## src/design/hsq_pkg.sv

```systemverilog
package hsq_pkg;

    localparam int TimeW   = 32;
    localparam int PosW    = 16;
    localparam int SumW    = 18;
    localparam int StepW   = 10;
    localparam int BackW   = 15;
    localparam int MsW     = 16;
    localparam int CfgIdxW = 3;
    localparam int CfgW    = 32;
    localparam int InDataW = 72;
    localparam int OutDataW = 40;
    localparam int TargetLimit = 18000;

    typedef enum logic [1:0] {
        PH_SEEK    = 2'd0,
        PH_BACKOFF = 2'd1,
        PH_DONE    = 2'd2
    } t_phase;

    typedef enum logic [1:0] {
        OP_TICK  = 2'd0,
        OP_START = 2'd1,
        OP_ABORT = 2'd2
    } t_op;

    typedef enum logic [1:0] {
        ST_RUNNING  = 2'd0,
        ST_DONE     = 2'd1,
        ST_TIMEOUT  = 2'd2,
        ST_CONFLICT = 2'd3
    } t_status;

    typedef enum logic [CfgIdxW-1:0] {
        CFG_SEEK_PERIOD  = 3'd0,
        CFG_SEEK_STEP    = 3'd1,
        CFG_CONFIRM      = 3'd2,
        CFG_SETTLE       = 3'd3,
        CFG_TIMEOUT      = 3'd4,
        CFG_PAN_BACKOFF  = 3'd5,
        CFG_TILT_BACKOFF = 3'd6,
        CFG_SEEK_DIRS    = 3'd7
    } t_cfg_index;

    typedef struct packed {
        logic clear;
        logic update;
    } t_lane_ctrl;

    typedef struct packed {
        logic                   good;
        logic                   done;
        logic                   target_valid;
        logic signed [PosW-1:0] target;
    } t_lane_res;

    typedef struct packed {
        logic signed [PosW-1:0] tilt_target;
        logic                   tilt_target_valid;
        logic signed [PosW-1:0] pan_target;
        logic                   pan_target_valid;
        logic                   torque_on;
        logic                   is_active;
        t_status                status;
    } t_result;

    function automatic logic signed [PosW-1:0] sat_target(input logic signed [SumW-1:0] v);
        logic signed [SumW-1:0] lim;
        lim = SumW'(TargetLimit);
        if (v > lim) begin
            return PosW'(lim);
        end else if (v < -lim) begin
            return PosW'(-lim);
        end
        return v[PosW-1:0];
    endfunction

endpackage

```

## src/design/hsq_axis.sv

```systemverilog
module hsq_axis (
    input  logic                           i_clk,
    input  logic                           i_rst_n,
    input  hsq_pkg::t_lane_ctrl            i_ctrl,
    input  logic [hsq_pkg::TimeW-1:0]      i_now,
    input  logic                           i_switch,
    input  logic signed [hsq_pkg::PosW-1:0] i_position,
    input  logic                           i_seek_dir,
    input  logic [hsq_pkg::BackW-1:0]      i_backoff,
    input  logic [hsq_pkg::StepW-1:0]      i_seek_step,
    input  logic [hsq_pkg::MsW-1:0]        i_seek_period,
    input  logic [hsq_pkg::MsW-1:0]        i_confirm_ms,
    input  logic [hsq_pkg::MsW-1:0]        i_settle_ms,
    output hsq_pkg::t_lane_res             o_res
);
    import hsq_pkg::*;

    t_phase             r_phase, n_phase;
    logic               r_pend, n_pend;
    logic               r_good, n_good;
    logic [TimeW-1:0]   r_ctime, n_ctime;
    logic [TimeW-1:0]   r_btime, n_btime;
    logic [TimeW-1:0]   r_last, n_last;

    logic               tv;
    logic               neg;
    logic [BackW-1:0]   mag;
    logic [TimeW-1:0]   d_conf, d_settle, d_last;
    logic signed [SumW-1:0] mag_ext, sum;

    assign d_conf   = i_now - r_ctime;
    assign d_settle = i_now - r_btime;
    assign d_last   = i_now - r_last;

    always_comb begin
        n_phase = r_phase;
        n_pend  = r_pend;
        n_good  = r_good;
        n_ctime = r_ctime;
        n_btime = r_btime;
        n_last  = r_last;
        tv      = 1'b0;
        neg     = 1'b0;
        mag     = '0;
        if (i_ctrl.clear) begin
            n_phase = PH_SEEK;
            n_pend  = 1'b0;
            n_good  = 1'b1;
            n_last  = i_now;
        end else if (i_ctrl.update) begin
            case (r_phase)
                PH_SEEK: begin
                    if (i_switch) begin
                        if (!r_pend) begin
                            n_pend  = 1'b1;
                            n_ctime = i_now;
                        end else if (d_conf >= TimeW'(i_confirm_ms)) begin
                            n_phase = PH_BACKOFF;
                            n_btime = i_now;
                            tv      = 1'b1;
                            neg     = i_seek_dir;
                            mag     = i_backoff;
                        end
                    end else begin
                        if (r_pend && (d_conf > TimeW'(i_confirm_ms))) begin
                            n_good = 1'b0;
                        end
                        n_pend = 1'b0;
                        if (d_last >= TimeW'(i_seek_period)) begin
                            n_last = i_now;
                            tv     = 1'b1;
                            neg    = !i_seek_dir;
                            mag    = BackW'(i_seek_step);
                        end
                    end
                end
                PH_BACKOFF: begin
                    if (r_good && (d_settle >= TimeW'(i_settle_ms))) begin
                        if (i_switch) begin
                            n_good = 1'b0;
                        end else begin
                            n_phase = PH_DONE;
                        end
                    end
                end
                default: begin
                end
            endcase
        end
    end

    assign mag_ext = SumW'(mag);
    assign sum = SumW'(i_position) + (neg ? -mag_ext : mag_ext);

    always_comb begin
        o_res.good         = n_good;
        o_res.done         = n_good && (n_phase == PH_DONE);
        o_res.target_valid = tv;
        o_res.target       = tv ? sat_target(sum) : '0;
    end

    always_ff @(posedge i_clk) begin
        if (!i_rst_n) begin
            r_phase <= PH_SEEK;
            r_pend  <= 1'b0;
            r_good  <= 1'b1;
        end else begin
            r_phase <= n_phase;
            r_pend  <= n_pend;
            r_good  <= n_good;
        end
    end

    always_ff @(posedge i_clk) begin
        r_ctime <= n_ctime;
        r_btime <= n_btime;
        r_last  <= n_last;
    end

    a_done_is_good: assert property (@(posedge i_clk) disable iff (!i_rst_n)
        (r_phase == PH_DONE) |-> r_good)
        else $error("axis reached done with a bad switch");

    a_backoff_target: assert property (@(posedge i_clk) disable iff (!i_rst_n)
        (r_phase == PH_SEEK && n_phase == PH_BACKOFF) |-> tv)
        else $error("backoff entered without a target");

    a_clear_restores: assert property (@(posedge i_clk) disable iff (!i_rst_n)
        i_ctrl.clear |=> (r_phase == PH_SEEK && r_good && !r_pend))
        else $error("clear did not rearm the axis");

endmodule

```

## src/design/hsq_merge.sv

```systemverilog
module hsq_merge (
    input  logic                      i_clk,
    input  logic                      i_rst_n,
    input  logic                      i_accept,
    input  logic [1:0]                i_op,
    input  logic [hsq_pkg::TimeW-1:0] i_now,
    input  logic [hsq_pkg::TimeW-1:0] i_timeout_ms,
    input  hsq_pkg::t_lane_res        i_pan,
    input  hsq_pkg::t_lane_res        i_tilt,
    output hsq_pkg::t_lane_ctrl       o_ctrl,
    output hsq_pkg::t_result          o_result
);
    import hsq_pkg::*;

    logic             r_running, n_running;
    logic [TimeW-1:0] r_start, n_start;
    logic             timed_out;
    t_status          status;
    logic             torque;

    assign timed_out = (i_now - r_start) > i_timeout_ms;

    always_comb begin
        o_ctrl.clear  = 1'b0;
        o_ctrl.update = 1'b0;
        case (i_op)
            OP_START: begin
                o_ctrl.clear = i_accept && !r_running;
            end
            OP_TICK: begin
                o_ctrl.update = i_accept && r_running && !timed_out;
            end
            default: begin
            end
        endcase
    end

    always_comb begin
        n_running     = r_running;
        n_start       = r_start;
        status        = ST_RUNNING;
        torque        = 1'b0;
        case (i_op)
            OP_START: begin
                if (!r_running) begin
                    n_start      = i_now;
                    n_running    = 1'b1;
                    torque       = 1'b1;
                end
            end
            OP_ABORT: begin
                n_running = 1'b0;
            end
            OP_TICK: begin
                if (!r_running) begin
                    status = ST_DONE;
                end else if (timed_out) begin
                    n_running = 1'b0;
                    status    = ST_TIMEOUT;
                end else begin
                    if (!i_pan.good || !i_tilt.good) begin
                        n_running = 1'b0;
                        status    = ST_CONFLICT;
                    end else if (i_pan.done && i_tilt.done) begin
                        n_running = 1'b0;
                        status    = ST_DONE;
                    end
                end
            end
            default: begin
            end
        endcase
    end

    always_comb begin
        o_result.status            = status;
        o_result.is_active         = n_running;
        o_result.torque_on         = torque;
        o_result.pan_target_valid  = i_pan.target_valid;
        o_result.pan_target        = i_pan.target;
        o_result.tilt_target_valid = i_tilt.target_valid;
        o_result.tilt_target       = i_tilt.target;
    end

    always_ff @(posedge i_clk) begin
        if (!i_rst_n) begin
            r_running <= 1'b0;
        end else if (i_accept) begin
            r_running <= n_running;
        end
    end

    always_ff @(posedge i_clk) begin
        if (i_accept) begin
            r_start <= n_start;
        end
    end

    a_start_only: assert property (@(posedge i_clk) disable iff (!i_rst_n)
        $rose(r_running) |-> $past(i_accept && i_op == OP_START))
        else $error("homing began without a start transfer");

    a_conflict_stops: assert property (@(posedge i_clk) disable iff (!i_rst_n)
        (i_accept && status == ST_CONFLICT) |=> !r_running)
        else $error("conflict left the sequence running");

    a_lanes_exclusive: assert property (@(posedge i_clk) disable iff (!i_rst_n)
        !(o_ctrl.clear && o_ctrl.update))
        else $error("lanes cleared and updated together");

endmodule

```

## src/design/two_axis_homing_sequencer.sv

```systemverilog
// The lanes and merge compute results combinationally into r_out or r_skid.
// Throughput: one item per cycle while s_axis_tready is high.
// A two-entry output buffer keeps s_axis_tready high while one result waits downstream.
// Reset (synchronous, active low) idles the sequencer, rearms both axes and
// loads the default configuration; the block is usable on the next cycle.
module two_axis_homing_sequencer (
    input  logic                               i_clk,
    input  logic                               i_rst_n,
    input  logic                               s_axis_tvalid,
    output logic                               s_axis_tready,
    // now_ms[31:0], pan_switch[32], tilt_switch[33], pan_position[49:34],
    // tilt_position[65:50], zero fill above.
    input  logic [hsq_pkg::InDataW-1:0]        s_axis_tdata,
    // op[1:0].
    input  logic [1:0]                         s_axis_tuser,
    output logic                               m_axis_tvalid,
    input  logic                               m_axis_tready,
    // status[1:0], is_active[2], torque_on[3], pan_target_valid[4],
    // pan_target[20:5], tilt_target_valid[21], tilt_target[37:22], zero fill above.
    output logic [hsq_pkg::OutDataW-1:0]       m_axis_tdata,
    input  logic                               i_cfg_valid,
    output logic                               o_cfg_ready,
    input  logic [hsq_pkg::CfgIdxW-1:0]        i_cfg_index,
    input  logic [hsq_pkg::CfgW-1:0]           i_cfg_data
);
    import hsq_pkg::*;

    logic [MsW-1:0]   r_seek_period;
    logic [StepW-1:0] r_seek_step;
    logic [MsW-1:0]   r_confirm;
    logic [MsW-1:0]   r_settle;
    logic [TimeW-1:0] r_timeout;
    logic [BackW-1:0] r_pan_backoff;
    logic [BackW-1:0] r_tilt_backoff;
    logic [1:0]       r_seek_dirs;

    logic             in_accept;
    logic             out_pop;
    t_lane_ctrl       lane_ctrl;
    t_lane_res        pan_res, tilt_res;
    t_result          result;

    logic             r_out_valid, r_skid_valid;
    t_result          r_out, r_skid;

    logic [TimeW-1:0]      now;
    logic signed [PosW-1:0] pan_pos, tilt_pos;

    assign o_cfg_ready = 1'b1;

    always_ff @(posedge i_clk) begin
        if (!i_rst_n) begin
            r_seek_period  <= MsW'(20);
            r_seek_step    <= StepW'(50);
            r_confirm      <= MsW'(30);
            r_settle       <= MsW'(200);
            r_timeout      <= TimeW'(15000);
            r_pan_backoff  <= BackW'(500);
            r_tilt_backoff <= BackW'(500);
            r_seek_dirs    <= 2'b00;
        end else if (i_cfg_valid && o_cfg_ready) begin
            case (i_cfg_index)
                CFG_SEEK_PERIOD:  r_seek_period  <= i_cfg_data[MsW-1:0];
                CFG_SEEK_STEP:    r_seek_step    <= i_cfg_data[StepW-1:0];
                CFG_CONFIRM:      r_confirm      <= i_cfg_data[MsW-1:0];
                CFG_SETTLE:       r_settle       <= i_cfg_data[MsW-1:0];
                CFG_TIMEOUT:      r_timeout      <= i_cfg_data[TimeW-1:0];
                CFG_PAN_BACKOFF:  r_pan_backoff  <= i_cfg_data[BackW-1:0];
                CFG_TILT_BACKOFF: r_tilt_backoff <= i_cfg_data[BackW-1:0];
                CFG_SEEK_DIRS:    r_seek_dirs    <= i_cfg_data[1:0];
                default: begin
                end
            endcase
        end
    end

    assign s_axis_tready = !r_skid_valid;
    assign in_accept     = s_axis_tvalid && s_axis_tready;
    assign out_pop       = r_out_valid && m_axis_tready;

    assign now      = s_axis_tdata[31:0];
    assign pan_pos  = s_axis_tdata[49:34];
    assign tilt_pos = s_axis_tdata[65:50];

    hsq_axis u_pan (
        .i_clk         (i_clk),
        .i_rst_n       (i_rst_n),
        .i_ctrl        (lane_ctrl),
        .i_now         (now),
        .i_switch      (s_axis_tdata[32]),
        .i_position    (pan_pos),
        .i_seek_dir    (r_seek_dirs[0]),
        .i_backoff     (r_pan_backoff),
        .i_seek_step   (r_seek_step),
        .i_seek_period (r_seek_period),
        .i_confirm_ms  (r_confirm),
        .i_settle_ms   (r_settle),
        .o_res         (pan_res)
    );

    hsq_axis u_tilt (
        .i_clk         (i_clk),
        .i_rst_n       (i_rst_n),
        .i_ctrl        (lane_ctrl),
        .i_now         (now),
        .i_switch      (s_axis_tdata[33]),
        .i_position    (tilt_pos),
        .i_seek_dir    (r_seek_dirs[1]),
        .i_backoff     (r_tilt_backoff),
        .i_seek_step   (r_seek_step),
        .i_seek_period (r_seek_period),
        .i_confirm_ms  (r_confirm),
        .i_settle_ms   (r_settle),
        .o_res         (tilt_res)
    );

    hsq_merge u_merge (
        .i_clk        (i_clk),
        .i_rst_n      (i_rst_n),
        .i_accept     (in_accept),
        .i_op         (s_axis_tuser),
        .i_now        (now),
        .i_timeout_ms (r_timeout),
        .i_pan        (pan_res),
        .i_tilt       (tilt_res),
        .o_ctrl       (lane_ctrl),
        .o_result     (result)
    );

    always_ff @(posedge i_clk) begin
        if (!i_rst_n) begin
            r_out_valid  <= 1'b0;
            r_skid_valid <= 1'b0;
        end else if (r_skid_valid) begin
            if (out_pop) begin
                r_skid_valid <= 1'b0;
            end
        end else if (in_accept) begin
            if (r_out_valid && !out_pop) begin
                r_skid_valid <= 1'b1;
            end
            r_out_valid <= 1'b1;
        end else if (out_pop) begin
            r_out_valid <= 1'b0;
        end
    end

    always_ff @(posedge i_clk) begin
        if (r_skid_valid) begin
            if (out_pop) begin
                r_out <= r_skid;
            end
        end else if (in_accept) begin
            if (r_out_valid && !out_pop) begin
                r_skid <= result;
            end else begin
                r_out <= result;
            end
        end
    end

    assign m_axis_tvalid = r_out_valid;
    assign m_axis_tdata  = OutDataW'(r_out);

    a_skid_behind_out: assert property (@(posedge i_clk) disable iff (!i_rst_n)
        r_skid_valid |-> r_out_valid)
        else $error("buffered result without a head result");

    a_skid_fills: assert property (@(posedge i_clk) disable iff (!i_rst_n)
        (in_accept && r_out_valid && !m_axis_tready) |=> r_skid_valid)
        else $error("result dropped while downstream stalled");

    a_drain: assert property (@(posedge i_clk) disable iff (!i_rst_n)
        (r_skid_valid && m_axis_tready) |=> (r_out_valid && !r_skid_valid))
        else $error("buffered result not moved forward");

endmodule

```

## config.mk

```make
export PLATFORM = sky130hd
export DESIGN_NAME = two_axis_homing_sequencer
export DESIGN_NICKNAME = d
export VERILOG_FILES = /design/src/design/hsq_pkg.sv /design/src/design/hsq_axis.sv /design/src/design/hsq_merge.sv /design/src/design/two_axis_homing_sequencer.sv
export SDC_FILE = /design/constraint.sdc
export NUM_CORES = 1
export LEC_CHECK = 0
export BUFFER_PORTS_ARGS = -buffer_cell sky130_fd_sc_hd__buf_2
export CAP_MARGIN = 10
export CELL_PAD_IN_SITES_DETAIL_PLACEMENT = 0
export CELL_PAD_IN_SITES_GLOBAL_PLACEMENT = 1
export CORE_ASPECT_RATIO = 0.8
export CORE_UTILIZATION = 53
export DETAILED_ROUTE_END_ITERATION = 6
export PLACE_DENSITY_LB_ADDON = 0.1
export SLEW_MARGIN = 20
export SYNTH_ARGS = -nofsm -noshare
export SYNTH_HDL_FRONTEND = slang
export SYNTH_HIERARCHICAL = 1
export SYNTH_SLANG_ARGS = --single-unit
export TNS_END_PERCENT = 100
```

## constraint.sdc

```tcl
create_clock -name i_clk -period 31.1 [get_ports i_clk]
set_clock_uncertainty 0.1 [all_clocks]
set_input_delay 3.11 -clock i_clk [delete_from_list [all_inputs] [get_ports i_clk]]
set_output_delay 3.11 -clock i_clk [all_outputs]
set_load 0.05 [all_outputs]
```

Word level (Yosys, flattened, before mapping)
Index checks and enable logic that the tools add are counted.
Widths: inputs -> output; s select.
{"block": "totals", "elab_cells": 261, "reg_bits": 433, "input_bits": 114, "out_inout_bits": 43, "latchBits": 0, "n_memories": 0, "mem_bits_ro": 0, "mem_bits_rw": 0}
{"block": "op_classes", "div_mod_pow": 0, "mul": 0, "shift": 0, "eq_ne": 17, "bitwise": 6, "addsub": 11, "n_reduce_logical": 54, "mux": 122, "magnitude_cmp": 13}
{"operator": "$mux 32", "n": 10}
{"operator": "$sub 32x32->32", "n": 7}
{"operator": "$ge 32x16->1", "n": 6}
{"operator": "$mux 15", "n": 12}
{"operator": "$mux 38", "n": 4}
{"operator": "$mux 16", "n": 8}
{"operator": "$gt 32x16->1", "n": 2}
{"operator": "$mux 1", "n": 61}
{"operator": "$add 16x18->18", "n": 2}
{"operator": "$gt 18x16->1 const B", "n": 2}
{"operator": "$lt 18x16->1 const B", "n": 2}
{"operator": "$mux 18", "n": 2}
{"operator": "$mux 2", "n": 18}
{"operator": "$neg 15->18", "n": 2}
{"operator": "$gt 32x32->1", "n": 1}
{"operator": "$reduce_and 2->1", "n": 11}
{"operator": "$mux 10", "n": 2}
{"operator": "$reduce_bool 2->1", "n": 7}
{"operator": "$logic_and 1x1->1", "n": 13}
{"operator": "$eq 3x3->1 const B", "n": 4}
{"operator": "$reduce_and 6->1", "n": 2}
{"operator": "$reduce_and 5->1", "n": 2}
{"operator": "$reduce_and 3->1", "n": 3}
{"operator": "$logic_not 1->1", "n": 8}
{"operator": "15 further kinds", "n": 32}

Logic depth before layout (Yosys ltp)
Gate-level depths: netlist (run 1).
{"block": "depth", "depth_word": 19, "ltp_mapped": 48, "ltp_nobuf": 47}

Modules after synthesis
The synthesis (run 1) kept the hierarchy.
{"mod": "hsq_axis at u_pan", "cells_per_inst": 1458, "instances": 1, "area_each_um2": 11990.2, "seq_area_each_um2": 2962.8}
{"mod": "hsq_axis at u_tilt", "cells_per_inst": 1436, "instances": 1, "area_each_um2": 11718.7, "seq_area_each_um2": 2962.8}
{"mod": "two_axis_homing_sequencer", "cells_per_inst": 597, "instances": 1, "area_each_um2": 7039.3, "seq_area_each_um2": 4764.6}
{"mod": "hsq_merge", "cells_per_inst": 479, "instances": 1, "area_each_um2": 4001.3, "seq_area_each_um2": 980.9}

Worst setup path before layout (run 1)
Ideal clock, no wire load.
{"block": "synth_timing", "path_type": "input-to-reg", "startpoint": "in s_axis_tdata[0] in the netlist's numbering", "endpoint": "reg r_out (netlist bit m_axis_tdata[5]) (data pin)", "stages": 43, "path_buffers": 2, "t_arrival_ns": 12.534, "required_time_ns": 30.740, "setup_ns": 0.260, "setup_slack_ns": 18.207, "path_cell_list": "inv_1 > ha_1 > inv_1 > fa_1 > a21oi_1 > or2_2 > a21boi_0 > o21ai_0 > o21ai_0 > a211oi_1 > xnor2_1 > ha_1 > a2111oi_0 > o21a_1 > o221ai_1 > a22oi_1 > nor3b_1 > nand2b_1 > [7 not listed] > a211oi_1 > a31o_2 > ha_1 > a211o_1 > a21oi_1 > o31ai_1 > a21oi_1 > nor2_1 > a21o_1 > a21oi_1 > xor2_1 > nor3_1 > a41oi_1 > nor2_1 > mux2i_1 > nor2b_1 > buf_4 > mux2_2"}
{"element": "from (decl)", "line": "two_axis_homing_sequencer.sv:13", "rtl": "input logic [hsq_pkg::InDataW-1:0] s_axis_tdata,"}
{"element": "to (signal assigned)", "line": "two_axis_homing_sequencer.sv:151", "rtl": "r_out <= r_skid;"}
{"element": "to (signal assigned)", "line": "two_axis_homing_sequencer.sv:157", "rtl": "r_out <= result;"}
{"element": "to (decl)", "line": "two_axis_homing_sequencer.sv:44", "rtl": "t_result r_out, r_skid;"}

==> flow_summary.toml, run 1 <==
[worst_setup_path]
required_time_of_the_worst_setup_path_ns = 31.37
r2r-end = "m_axis_tdata[26]$_DFFE_PP_"
crit_path_top_delay_cell = "sky130_fd_sc_hd__a22oi_1"
setup.reg_to_reg.worst_slack_ns = 18.97
crit_path_start_kind = "input pin"
worst-endpoint-arrival_ns = 14.89
cp_slowest_stage_delay_ns = 0.75
worstPathMaxFanout = 26
crit_path_end_kind = "register"
r2r_path_start = "u_merge/r_start[0]$_DFFE_PP_"
worst_reg2reg_path_depth = 42
worstSetupPathType = "in2reg"

[placed_design]
port-buffer-count = 147
weighted_congestion_at_the_end_of_routability_driven_global_placement = 0.912
hpwlAfterDp_mm = 75.3

[clocking]
cts-root-to-sink-buffers = 3
tritoncts.num_buffers = 49
cts.repair_timing.setup_buffer_count = 0
clkTransAtPathRegs_ns = 0.06
library_cell_used_as_clock_root_buffer = "sky130_fd_sc_hd__clkbuf_16"
cts_sinks = 433
cts-resized-gates = 0
clock_h_tree_levels = 2
tritoncts = "built"
cts_hold_buf = 0
clkLatencyLatePin_ns = 0.62

[logic_synthesis]
syn_avg_cell_area_um2 = 8.75
postSynth.topFlopCell = "sky130_fd_sc_hd__edfxtp_1"
commonest_cells_post_synth = "sky130_fd_sc_hd__inv_1, sky130_fd_sc_hd__ha_1, sky130_fd_sc_hd__a21oi_1"
number_of_synthesized_flops_with_an_enable_pin = 300
ys_ff_latch = 433
yosys.cell_types.count = 115
synth_top_area_share_pct = 25.9
synth_area_mm2 = 0.0347
yosys.cell_count.top_type = "sky130_fd_sc_hd__inv_1"
synth.area.top_cells = "sky130_fd_sc_hd__edfxtp_1, sky130_fd_sc_hd__ha_1, sky130_fd_sc_hd__dfxtp_1"
mapped_cells = 3970
seq_area_frac_synth_pct = 33.6
yosysWarnings = 6
synth-async-reset-ratio_pct = 0
post-synth-top-area-cell = "sky130_fd_sc_hd__edfxtp_1"

[min_path]
worst_hold_path_type = "reg2reg"
hold-path-cell-count = 2
hold_path.startpoint = "r_timeout[22]$_SDFFE_PN0P_"
worstHoldEndpoint = "r_timeout[22]$_SDFFE_PN0P_"

[floorplanning]
total_die_area_mm2 = 0.0666
die-width_um = 288
start_util_pct = 53.9
die_h_um = 231
core.rowCount = 83
core_region_area_mm2 = 0.0645
ioPinCount = 157

[job]
max_cap_violations = 0

[power]
power_total_w = 0.00158
p_per_area_mw_per_mm2 = 41.8
irDropWorstVdd_mv = 0.0401
cellLeakagePower_nw = 16.4

[sta]
hold_viol_final = 0
setup-violations-final = 0
max_freq_ghz = 0.0684
fin_crit_ns = 14.62
slew_headroom_pct = 28.0
final_tns_setup_ns = 0
worst_hold_slack_ns = 0.348
final_max_slew_viol_count = 0
worst_pin_slew_ns = 1.08
rsz0062_at_grt = "no"
period_share_pct = 47.0

[routing]
vias = 29700
route.detailed.vias_per_inst = 5.99
antenna_violating_nets_post_route = 0
detailed_route_wl_mm = 101
drt_iter0_markers = 2530
post-route-drc-count = 8
dr.pass1.iters = 7
avgRoutedWirePerCell_um = 20.4

[global_routing]
grt_start_max_net_pins = 65
first_global_vias = 26500
total_grt_usage_pct = 29.8
antenna_found_initial = 4
grt_first_pass_wirelength_mm = 154
grt_overflow = 0

[layout]
area.growth.synth_to_final_pct = 9.08
layout-drive-gt1-share_pct = 9.92
count_of_nets_after_finishing = 4574
nFillCells = 5896

[outcome]
failed_checks = "DRC"
outcome = "finished, violations left"
area by class of cell:
class                      count  area (um^2)  area share (%)
clock inverter                29          325           0.858
tap                          850         1060            2.81
sequential                   433        11700            30.8
clock buffer                  63         1360            3.59
multi-input combinational   2957        20800            54.7
timing repair buffer         194         1090            2.89
inverter                     435         1630            4.31
antenna                        2         5.00          0.0132
kinds of logic (layout without fill, tap and decap cells):
kind of cell / count (synthesis) / in the layout / synth area share (%)
buffers and inverters: 581 / 721 / 6.87
other: 2 / 5 / 0.0216
xor gates and xnor gates: 176 / 176 / 4.49
DFF: 433 / 433 / 33.6
muxes: 96 / 96 / 2.94
and+or+nand+nor: 1169 / 1169 / 16.7
AOI/OAI and AO/OA: 1123 / 1123 / 21.1
adders and majority gates: 390 / 390 / 14.2
per-layer routing:
metal / global-route usage (%) / wire length, um / share of wire (%)
met5: 0 / 9 / 0.0089
met4: 8.63 / 2990 / 3.0
met3: 5.85 / 7980 / 7.9
met2: 41.7 / 40100 / 40
met1: 45.7 / 50000 / 49
flip-flops by register name (all words and copies together), names as in the netlist, 2 cells and up:
| name | count |
|---|---|
| r_skid | 38 |
| r_tilt_backoff | 15 |
| u_pan/r_btime | 32 |
| m_axis_tdata | 38 |
| r_seek_step | 10 |
| r_timeout | 32 |
| u_pan/r_last | 32 |
| r_pan_backoff | 15 |
| u_tilt/r_last | 32 |
| r_confirm | 16 |
| r_seek_dirs | 2 |
| u_pan/r_ctime | 32 |
| r_seek_period | 16 |
| u_tilt/r_btime | 32 |
| u_tilt/r_phase | 2 |
| u_pan/r_phase | 2 |
| u_tilt/r_ctime | 32 |
| r_settle | 16 |
| u_merge/r_start | 32 |
worst max path at each step:
stage,start,to,slack [ns],cells past startpoint
2_1_floorplan,s_axis_tdata[0],m_axis_tdata[5]$_DFFE_PP_,18.21,43
3_3_place_gp,s_axis_tdata[0],m_axis_tdata[26]$_DFFE_PP_,16.32,44
3_5_place_dp,s_axis_tdata[0],m_axis_tdata[22]$_DFFE_PP_,16.27,44
4_1_cts,s_axis_tdata[0],m_axis_tdata[26]$_DFFE_PP_,16.87,44
5_1_grt,s_axis_tdata[0],m_axis_tdata[26]$_DFFE_PP_,15.85,44
6_report,s_axis_tdata[0],m_axis_tdata[26]$_DFFE_PP_,16.48,44
metrics by stage:
step | instances | worst slack, ns | utilization [%] | area, um^2
4_1_cts | 4960 | 16.87 | 58.7 | 37900
2_1_floorplan | 3971 | 18.21 | - | 34800
3_5_place_dp | 4868 | 16.27 | 56.1 | 36200
5_1_grt | 4962 | 15.85 | 58.8 | 37900
3_3_place_gp | 4868 | 16.32 | 56.1 | 36200
6_report | 4963 | 16.48 | 58.8 | 37900
power by group:
part	total, W	leakage, nW	internal [W]	switching, W
combinational	0.000336	11.7	0.000123	0.000214
sequential	0.000634	3.90	0.000628	0.00000589
clock	0.000613	0.827	0.000354	0.000259
critical path, delay by kind of cell:
kind / cells / cell delay, ns
fa+ha+maj: 5 / 1.54
mux: 2 / 0.62
buf+inv: 5 / 0.81
xor+xnor: 2 / 0.48
simple gates: 10 / 2.42
compound gates: 20 / 5.90
cells in the final DEF (no fill, tap or decap), types with 47 or more instances in the layout:
cell	n
sky130_fd_sc_hd__inv_1	433
sky130_fd_sc_hd__ha_1	381
sky130_fd_sc_hd__a21oi_1	334
sky130_fd_sc_hd__nand2_1	306
sky130_fd_sc_hd__edfxtp_1	300
sky130_fd_sc_hd__nor2_1	246
sky130_fd_sc_hd__o21ai_0	228
sky130_fd_sc_hd__nand3_1	194
sky130_fd_sc_hd__buf_2	146
sky130_fd_sc_hd__dfxtp_1	132
sky130_fd_sc_hd__a21o_1	113
sky130_fd_sc_hd__xnor2_1	106
sky130_fd_sc_hd__nor3_1	83
sky130_fd_sc_hd__xor2_1	69
sky130_fd_sc_hd__o21a_1	57
sky130_fd_sc_hd__nor2b_1	51
sky130_fd_sc_hd__mux2i_1	50
sky130_fd_sc_hd__clkbuf_16	50
sky130_fd_sc_hd__nand4_1	47
sky130_fd_sc_hd__buf_4	47
sky130_fd_sc_hd__o211ai_1	47
No activity file was read; power rests on OpenSTA's default activity.
==> inputs of run 2 (changes only) <==
--- a/config.mk
+++ b/config.mk
@@ -10,7 +10,7 @@
 export CELL_PAD_IN_SITES_DETAIL_PLACEMENT = 0
 export CELL_PAD_IN_SITES_GLOBAL_PLACEMENT = 1
 export CORE_ASPECT_RATIO = 0.8
-export CORE_UTILIZATION = 53
+export CORE_UTILIZATION = 49
 export DETAILED_ROUTE_END_ITERATION = 6
 export PLACE_DENSITY_LB_ADDON = 0.1
 export SLEW_MARGIN = 20
==> constraint.sdc (replaced) <==
create_clock -name i_clk -period 13.47 [get_ports i_clk]
set_clock_uncertainty 0.1 [all_clocks]
set_input_delay 1.347 -clock i_clk [delete_from_list [all_inputs] [get_ports i_clk]]
set_output_delay 1.347 -clock i_clk [all_outputs]
set_load 0.05 [all_outputs]
==> run 2 against run 1 <==
  * The flow now finishes without violations
  * Via count about the same
  * Setup slack worse by 15 ns
  * Hold slack about the same
  * Sequential power up 130%
  * Critical endpoint is now m_axis_tdata[24]$_DFFE_PP_
==> flow_summary.toml, run 2 (synthesized netlist as in run 1, its figures left out) <==
[outcome]
outcome = "finished, final reports clean"

[clocking]
library_cell_used_as_clock_root_buffer = "sky130_fd_sc_hd__clkbuf_16"
cts_hold_buf = 0
clkLatencyLatePin_ns = 0.60
cts.repair_timing.setup_buffer_count = 0
tritoncts = "built"
cts-resized-gates = 0
cts_sinks = 433
clkTransAtPathRegs_ns = 0.06
cts-root-to-sink-buffers = 3
tritoncts.num_buffers = 49
clock_h_tree_levels = 2

[routing]
post-route-drc-count = 0
drt_iter0_markers = 2724
vias = 29700
dr.pass1.iters = 5
antenna_violating_nets_post_route = 0
avgRoutedWirePerCell_um = 21.4
detailed_route_wl_mm = 108
route.detailed.vias_per_inst = 5.89

[sta]
final_max_slew_viol_count = 0
worst_hold_slack_ns = 0.348
setup-violations-final = 0
final_tns_setup_ns = 0
worst_pin_slew_ns = 1.03
fin_crit_ns = 12.02
rsz0062_at_grt = "no"
hold_viol_final = 0
slew_headroom_pct = 31.6
max_freq_ghz = 0.0832
period_share_pct = 89.2

[layout]
nFillCells = 6572
final_common_cell = "sky130_fd_sc_hd__inv_1"
ff_latch_area_mm2 = 0.0117
layout.cells.most_common_list = "sky130_fd_sc_hd__inv_1, sky130_fd_sc_hd__ha_1, sky130_fd_sc_hd__a21oi_1, sky130_fd_sc_hd__nand2_1, sky130_fd_sc_hd__edfxtp_1"
area.growth.synth_to_final_pct = 9.60
multi_input_comb_area_mm2 = 0.0207
count_of_nets_after_finishing = 4585
layout-drive-gt1-share_pct = 10.2

[global_routing]
grt_start_max_net_pins = 92
antenna_found_initial = 11
first_global_vias = 26400
grt_first_pass_wirelength_mm = 162
total_grt_usage_pct = 29.5
grt_overflow = 0

[job]
max_cap_violations = 0

[worst_setup_path]
crit_path_end_kind = "register"
worst-endpoint-arrival_ns = 12.27
worstPathMaxFanout = 10
required_time_of_the_worst_setup_path_ns = 13.72
worstSetupPathType = "in2reg"
crit_path_top_delay_cell = "sky130_fd_sc_hd__nor4_1"
cp_slowest_stage_delay_ns = 0.70
crit_path_start_kind = "input pin"

[power]
cellLeakagePower_nw = 16.5
irDropWorstVdd_mv = 0.0957
p_per_area_mw_per_mm2 = 95.8

[placed_design]
weighted_congestion_at_the_end_of_routability_driven_global_placement = 0.928
port-buffer-count = 147
hpwlAfterDp_mm = 82.1

[floorplanning]
core.rowCount = 86
start_util_pct = 50.0
total_die_area_mm2 = 0.0720
die-width_um = 300
die_h_um = 240
ioPinCount = 157
core_region_area_mm2 = 0.0695

[min_path]
worst_hold_path_type = "reg2reg"
-- run 2: changes by cell type in the layout (fill, tap and decap cells not counted), sizes merged --
cell / change
bufinv: -5
clkinv: -2
inv: +5
clkbuf: +2
buf: +11
-- run 2: final timing paths --
path	cells past startpoint	to	from	slack, ns
worst max-delay path	44	m_axis_tdata[24]$_DFFE_PP_	s_axis_tdata[0]	1.45
worst min-delay path	2	r_timeout[30]$_SDFFE_PN0P_	r_timeout[30]$_SDFFE_PN0P_	0.35
worst max register to register	42	m_axis_tdata[24]$_DFFE_PP_	u_merge/r_start[0]$_DFFE_PP_	2.19
worst min register to register	2	r_timeout[30]$_SDFFE_PN0P_	r_timeout[30]$_SDFFE_PN0P_	0.35
-- run 2: through the flow --
stage | util (%) | setup WS [ns] | std cells | cell area (um^2) | total power, W
2_1_floorplan | - | 2.34 | 3971 | 34800 | 0.00202
3_3_place_gp | 52.3 | 1.06 | 4952 | 36400 | 0.00227
3_5_place_dp | 52.3 | 0.951 | 4952 | 36400 | 0.00227
4_1_cts | 54.7 | 1.55 | 5044 | 38000 | 0.00366
5_1_grt | 54.8 | 0.804 | 5047 | 38100 | 0.00381
6_report | 54.8 | 1.45 | 5048 | 38100 | 0.00365
-- run 2: area by class of cell --
class	instances	share of cell area, %
timing repair buffer	205	3.12
clock inverter	27	0.460
sequential	433	30.6
antenna	2	0.0131
multi-input combinational	2957	54.5
inverter	435	4.29
tap	924	3.04
clock buffer	65	3.96
-- run 2: where the power goes --
part / total, W / internal [W] / switching (W)
registers: 0.00146 / 0.00145 / 0.0000135
clock network: 0.00139 / 0.000796 / 0.000596
logic: 0.000793 / 0.000285 / 0.000508
total: 0.00365 / 0.00253 / 0.00112
-- run 2: layer usage --
metal,global-route usage [%],up-vias,share of wire [%]
met5,0,-,0.074
met4,7.75,12,2.4
met3,7.71,131,8.9
met2,40.6,943,39
met1,44.7,14000,49
li1,-,14700,-
-- run 2: critical path: cells and delay by family --
| kind | cells | cell delay (ns) |
|---|---|---|
| AO/OA/AOI/OAI | 15 | 3.62 |
| AND/OR/NAND/NOR | 14 | 3.42 |
| multiplexers | 2 | 0.64 |
| adder cells (fa/ha/maj) | 5 | 1.48 |
| XOR/XNOR | 3 | 0.94 |
| buffers and inverters | 5 | 0.78 |
